==> src/sv/podo_pkg.sv <==
// Package with shared types, constants and the CORDIC arctangent table for the odometry block.
package podo_pkg;

  localparam int TRIG_ITERATIONS = 16;
  localparam int IterW = $clog2(TRIG_ITERATIONS + 1);
  localparam logic [31:0] DtMax = 32'd1048576;
  localparam logic [31:0] TurnPerRad = 32'd683565276;
  localparam logic signed [33:0] CordicGain = 34'sd652032874;

  // Arctangent table in binary-angle units, indexed by CORDIC step.
  function automatic logic [31:0] atan_turn(input logic [4:0] idx);
    logic [31:0] r;
    begin
      case (idx)
        5'd0: r = 32'h20000000;
        5'd1: r = 32'h12E4051E;
        5'd2: r = 32'h09FB385B;
        5'd3: r = 32'h051111D4;
        5'd4: r = 32'h028B0D43;
        5'd5: r = 32'h0145D7E1;
        5'd6: r = 32'h00A2F61E;
        5'd7: r = 32'h00517C55;
        5'd8: r = 32'h0028BE53;
        5'd9: r = 32'h00145F2F;
        5'd10: r = 32'h000A2F98;
        5'd11: r = 32'h000517CC;
        5'd12: r = 32'h00028BE6;
        5'd13: r = 32'h000145F3;
        5'd14: r = 32'h0000A2F9;
        5'd15: r = 32'h0000517C;
        5'd16: r = 32'h000028BE;
        5'd17: r = 32'h0000145F;
        5'd18: r = 32'h00000A2F;
        5'd19: r = 32'h00000517;
        5'd20: r = 32'h0000028B;
        5'd21: r = 32'h00000145;
        5'd22: r = 32'h000000A2;
        5'd23: r = 32'h00000051;
        default: r = 32'h0;
      endcase
      return r;
    end
  endfunction

  typedef enum logic [3:0] {
    ST_IDLE,
    ST_MUL,
    ST_WK_HI,
    ST_WK_LO,
    ST_STEP,
    ST_CORD1,
    ST_PX_HI,
    ST_PX_LO,
    ST_POS_A,
    ST_PY_HI,
    ST_PY_LO,
    ST_HALF,
    ST_CORD2,
    ST_QUAT,
    ST_OUT
  } podo_state_t;

  // Commands from the controller to the datapath.
  typedef struct packed {
    logic load;
    logic mul;
    logic acc_hi;
    logic acc_lo;
    logic sel_wk;
    logic sel_sin;
    logic step;
    logic cord_start;
    logic cord_iter;
    logic pos_a;
    logic half;
    logic quat;
  } podo_cmd_t;

  // Status from the datapath to the controller.
  typedef struct packed {
    logic cord_done;
  } podo_sts_t;

endpackage

==> src/sv/podo_ctrl.sv <==
// Controller state machine that sequences the odometry datapath.
module podo_ctrl (
  input  logic                 clk,
  input  logic                 rst_n,
  input  logic                 in_valid,
  output logic                 in_stall,
  output logic                 out_valid,
  input  logic                 out_stall,
  input  podo_pkg::podo_sts_t  sts,
  output podo_pkg::podo_cmd_t  cmd
);

  podo_pkg::podo_state_t state_r, state_nxt;

  // State register.
  always_ff @(posedge clk) begin
    if (!rst_n) begin
      state_r <= podo_pkg::ST_IDLE;
    end else begin
      state_r <= state_nxt;
    end
  end

  // Next state and commands.
  always_comb begin
    state_nxt = state_r;
    cmd = '0;
    in_stall = 1'b1;
    out_valid = 1'b0;
    case (state_r)
      podo_pkg::ST_IDLE: begin
        in_stall = 1'b0;
        if (in_valid) begin
          cmd.load = 1'b1;
          state_nxt = podo_pkg::ST_MUL;
        end
      end
      podo_pkg::ST_MUL: begin
        cmd.mul = 1'b1;
        state_nxt = podo_pkg::ST_WK_HI;
      end
      podo_pkg::ST_WK_HI: begin
        cmd.acc_hi = 1'b1;
        cmd.sel_wk = 1'b1;
        state_nxt = podo_pkg::ST_WK_LO;
      end
      podo_pkg::ST_WK_LO: begin
        cmd.acc_lo = 1'b1;
        cmd.sel_wk = 1'b1;
        state_nxt = podo_pkg::ST_STEP;
      end
      podo_pkg::ST_STEP: begin
        cmd.step = 1'b1;
        cmd.cord_start = 1'b1;
        state_nxt = podo_pkg::ST_CORD1;
      end
      podo_pkg::ST_CORD1: begin
        cmd.cord_iter = 1'b1;
        if (sts.cord_done) begin
          state_nxt = podo_pkg::ST_PX_HI;
        end
      end
      podo_pkg::ST_PX_HI: begin
        cmd.acc_hi = 1'b1;
        state_nxt = podo_pkg::ST_PX_LO;
      end
      podo_pkg::ST_PX_LO: begin
        cmd.acc_lo = 1'b1;
        state_nxt = podo_pkg::ST_POS_A;
      end
      podo_pkg::ST_POS_A: begin
        cmd.pos_a = 1'b1;
        state_nxt = podo_pkg::ST_PY_HI;
      end
      podo_pkg::ST_PY_HI: begin
        cmd.acc_hi = 1'b1;
        cmd.sel_sin = 1'b1;
        state_nxt = podo_pkg::ST_PY_LO;
      end
      podo_pkg::ST_PY_LO: begin
        cmd.acc_lo = 1'b1;
        cmd.sel_sin = 1'b1;
        state_nxt = podo_pkg::ST_HALF;
      end
      podo_pkg::ST_HALF: begin
        cmd.half = 1'b1;
        cmd.sel_sin = 1'b1;
        cmd.cord_start = 1'b1;
        state_nxt = podo_pkg::ST_CORD2;
      end
      podo_pkg::ST_CORD2: begin
        cmd.cord_iter = 1'b1;
        if (sts.cord_done) begin
          state_nxt = podo_pkg::ST_QUAT;
        end
      end
      podo_pkg::ST_QUAT: begin
        cmd.quat = 1'b1;
        state_nxt = podo_pkg::ST_OUT;
      end
      podo_pkg::ST_OUT: begin
        out_valid = 1'b1;
        if (!out_stall) begin
          state_nxt = podo_pkg::ST_IDLE;
        end
      end
      default: begin
        state_nxt = podo_pkg::ST_IDLE;
      end
    endcase
  end

endmodule

==> config.mk <==
export PLATFORM = sky130hd
export DESIGN_NAME = podo_ctrl
export DESIGN_NICKNAME = d
export VERILOG_FILES = /design/src/sv/podo_pkg.sv /design/src/sv/podo_ctrl.sv
export SDC_FILE = /design/constraint.sdc
export NUM_CORES = 1
export LEC_CHECK = 0
export ABC_CLOCK_PERIOD_IN_PS = 3100
export BUFFER_PORTS_ARGS = -buffer_cell sky130_fd_sc_hd__buf_2
export CORE_AREA = 3 3 40 42
export CTS_CLUSTER_SIZE = 14
export DETAILED_ROUTE_END_ITERATION = 12
export DIE_AREA = 0 0 43 45
export PLACE_DENSITY_LB_ADDON = 0.2
export SLEW_MARGIN = 30
export SYNTH_ARGS = -nofsm -noshare
export SYNTH_HDL_FRONTEND = slang
export SYNTH_SLANG_ARGS = --single-unit
export TNS_END_PERCENT = 10
==> constraint.sdc <==
create_clock -name clk -period 3.1 [get_ports clk]
set_input_delay 0.62 -clock clk [delete_from_list [all_inputs] [get_ports clk]]
set_output_delay 0.62 -clock clk [all_outputs]
set_load 0.01 [all_outputs]
Word-level counts from Yosys, hierarchy flattened
Cells that the tools add are included.
W data, S select, Z words.

storage, ports and cells
  register bits after elaboration = 4
  output and inout bits = 14
  logic and storage cells = 47

operators by class
  eq/ne operators = 18
  multiplexer cells = 20
  reduce and logical (&&, ||, !) cells = 8

operators with widths
  kind                  number
  $pmux W4 S15          1
  $eq A4 B4 Y1 const B  7
  $eq A4 B3 Y1 const B  4
  $mux W4               4
  $mux W1               15
  $reduce_or A3 Y1      3
  $eq A4 B2 Y1 const B  2
  $ne A2 B2 Y1 const B  4
  $reduce_or A2 Y1      3
  $eq A4 B1 Y1 const B  1
  $logic_not A4 Y1      1
  $reduce_and A4 Y1     1

Longest topological paths before layout
  depth in word-level cells = 3
  mapped depth = 5
  mapped depth without buffers = 4

Worst setup path before layout
Ideal clock, no wire load.

  kind = register to output
  start point = reg state_r[0]
  end point = out cmd[8] in the netlist's numbering
  arrival = 975 ps
  data required time = 2,480 ps
  setup slack = 1,505 ps
  cell stages (with the launch flop) = 5
  buffers on the path = 1
  path through = dfxtp_1 -> buf_4 -> nor2_1 -> nand2_1 -> a21boi_0

RTL lines
  what                    line             source
  start, declared         podo_ctrl.sv:13  podo_pkg::podo_state_t state_r, state_nxt;
  start signal, assigned  podo_ctrl.sv:18  state_r <= podo_pkg::ST_IDLE;
  start signal, assigned  podo_ctrl.sv:20  state_r <= state_nxt;
  end, declared           podo_ctrl.sv:10  output podo_pkg::podo_cmd_t cmd

==> metrics.md <==
| Metric | Value |
|---|---|
| Largest cells by area after synthesis | dfxtp_1 21%, nor2_1 11%, nand2b_1 8.3% |
| Sequential fraction of the synthesis area | 21.19% |
| Syn_area_per_cell | 6.870 um2 |
| Yosys warning total | 0 |
| Post-route DRC | 0 |
| Cell variety after synth | 27 |
| RePlAce Congestion | a little under 0.8 |
| Post-Syn Area | around 380 um2 |
| Hold Fails Final Rpt | 0 |
| Number of global-route vias before repair | roughly 410 |
| Yosys reg bits | 4 |
| Placement Setup Slack | roughly 1.3 ns |
| Worst Reg2Reg Path Length in Cells | 4 |
| Crit path launch | state_r[0]$_SDFFE_PN0P_ |
| Clk buf depth | 2 |
| Post-CTS Setup Bufs | 0 |
| CTS Sinks | 4 |
| Die H | approximately 45 um |
| Routed Antenna Nets | 0 |
| Largest registers | state_r x4 |
| Io pins | 19 |
| P_leak | approximately 0.00022 uW |
| Syn_nets | 60 |
| Pin count of the biggest net entering global routing | 15 |
| Drt wl/cell | about 12 um |
| CP Capture Type | output pin |
| Worst setup SP type | register |
| WP data required | between 2 and 2.5 ns |
| Vias | 441 |
| Reg with most FFs | state_r |
| Crit path time final | ~2.0 ns |
| Max-slew headroom | between 60% and 70% |
| Critical path endpoint | cmd[4] |
| WS Path Type | reg2out |
| Layout fillers | about 150 |
| Main synth FF type | dfxtp_1 |
| Avg Vias per Cell | between 5 and 6 |
| Status | complete, no violations |
| Number of hold buffers added after CTS | 0 |
| RR Startpoint | state_r[2]$_SDFFE_PN0P_ |
| Max-Cap Viols | 0 |
| Share of cells above drive strength 1 | 31.94% |
| GR Overflow Total | 0 |
| Clk_skew | around 0.0062 ns |
| Max reg flops | 4 |
| ANT cells | 0 |
| Dpl cell area | around 460 um2 |
| CP max FO | 14 |
| Worst hold path startpoint | sts |
| Post-route cell area | about 480 um2 |
| Hpwl dp | between 700 and 800 um |
| Final setup violation count | 0 |
| Routed WL | approximately 1000 um |
| Core Region | between 1000 and 1500 um2 |
| Rows | 13 |
| Async S/R FF share, synth | 0% |
| Post-CTS resize count | 0 |
| R2R setup slack | 1.57 ns |
| Final setup TNS | 0 ns |
| Synth area leader | dfxtp_1 |
| Worst vdd ir | 0.1958 mV |
| Die area | about 1900 um2 |
| CTS H-Tree Depth | 1 |
| Reg area | around 80 um2 |
| CTS tree | done |
| Global-route wire length before repair | 1738 um |
| GRT Total Usage | 11.56% |
| Post-synth EDFFs | 0 |
| Clk_lat worst skew | 0.24 ns |
| Root Buffer | clkbuf_4 |
| Drt first pass iters | 4 |
| Most common cell after layout, fill and taps aside | buf_2 |
| Worst-path clk slew | approximately 0.040 ns |
| Final Slew Violations | 0 |
| Total CTS buffers | 3 |
| Final worst-path cycle share | 64.63% |
| Power density cells | around 540 nW/um2 |
| Type of the most critical hold path | in2reg |
| Final WS setup | around 1.1 ns |
| Initial antenna violation count | 0 |
| Area grow syn2layout | 27.15% |
| Most frequent cells in the layout | 18 x buf_2, 11 x nor2_1, 6 x nand2_1, 5 x nand2b_1, 4 x dfxtp_1 |
| Multi-input gate area | 261.5 um2 |
| 1st-iter DRT viols | 2 |
| Port Buf Inserts | 18 |
| Die width | 43 um |
| R2r endpoint | state_r[0]$_SDFFE_PN0P_ |
| Layout Nets | between 70 and 80 |
| Hold Worst Slack | ~0.61 ns |
| F_max | around 500 MHz |
| Yosys top cell area share | between 20% and 30% |
| Worst Max-Slew Pin Slew | 0.4659 ns |
| RSZ-0062 raised after global routing | false |
| Initial core utilization | ~29% |
| Worst Path Arrival | about 1.4 ns |
| Syn Inst Count | 55 |
==> metrics by stage <==
| stage | total power, uW | utilization, % | cells |
|---|---|---|---|
| finish | 257.1 | 37.39 | 87 |
| global route | 277.4 | 37.39 | 87 |
| CTS | 260.8 | 37.39 | 87 |
| detailed placement | 190.7 | 35.64 | 84 |
| global placement | 191.5 | 35.64 | 84 |
| floorplan | 159.4 | - | 55 |
==> power by group <==
group	leakage (uW)	internal [uW]	switching [uW]	total [uW]
registers	0.0000330	59.8	24.9	84.7
logic	0.000175	48.2	56.7	105
clock network	0.0000138	43.5	24.0	67.5
total	0.000221	152	106	257
==> routing by layer <==
metal,vias to the layer above,share of wire [%],GRT usage (%)
met5,-,0,0
met4,0,1.6,5.422
met3,2,7.2,3.586
met2,15,41,16.47
met1,193,50,15.87
li1,231,-,-
==> critical path, stage by stage, from the launching register on <==
cell	delay [ns]
dfxtp_1	0.60
nand2_1	0.21
o22ai_1	0.19
buf_2	0.15
==> how the worst min path moves through the flow <==
stage | to | depth (start not counted)
CTS | state_r[0]$_SDFFE_PN0P_ | 2
global placement | state_r[3]$_SDFFE_PN0P_ | 2
global route | state_r[0]$_SDFFE_PN0P_ | 2
detailed placement | state_r[3]$_SDFFE_PN0P_ | 2
floorplan | state_r[3]$_SDFFE_PN0P_ | 3
finish | state_r[0]$_SDFFE_PN0P_ | 2
==> cell usage after synthesis, drive strengths merged (2+ instances only) <==
cell type	count
inv	2
buf	4
nor3	2
a2bb2oi	2
dfxtp	4
nand2	6
nor2	11
nand2b	5
o22ai	3
or2	2
==> cell type report <==
class	count	share of cell area, %
Tap cell	15	3.906
Timing Repair Buffer	18	18.75
Inverter	2	1.562
Clock buffer	3	4.687
Sequential cell	4	16.67
Multi-Input combinational cell	45	54.43
==> cell families after synthesis <==
family | count (synthesis) | synth area share [%]
mux | 1 | 2.649
buf+inv | 6 | 9.604
flops | 4 | 21.19
xor+xnor | 1 | 2.318
simple gates | 32 | 42.39
compound gates | 11 | 21.85
Power figures use the tool's default switching activity.
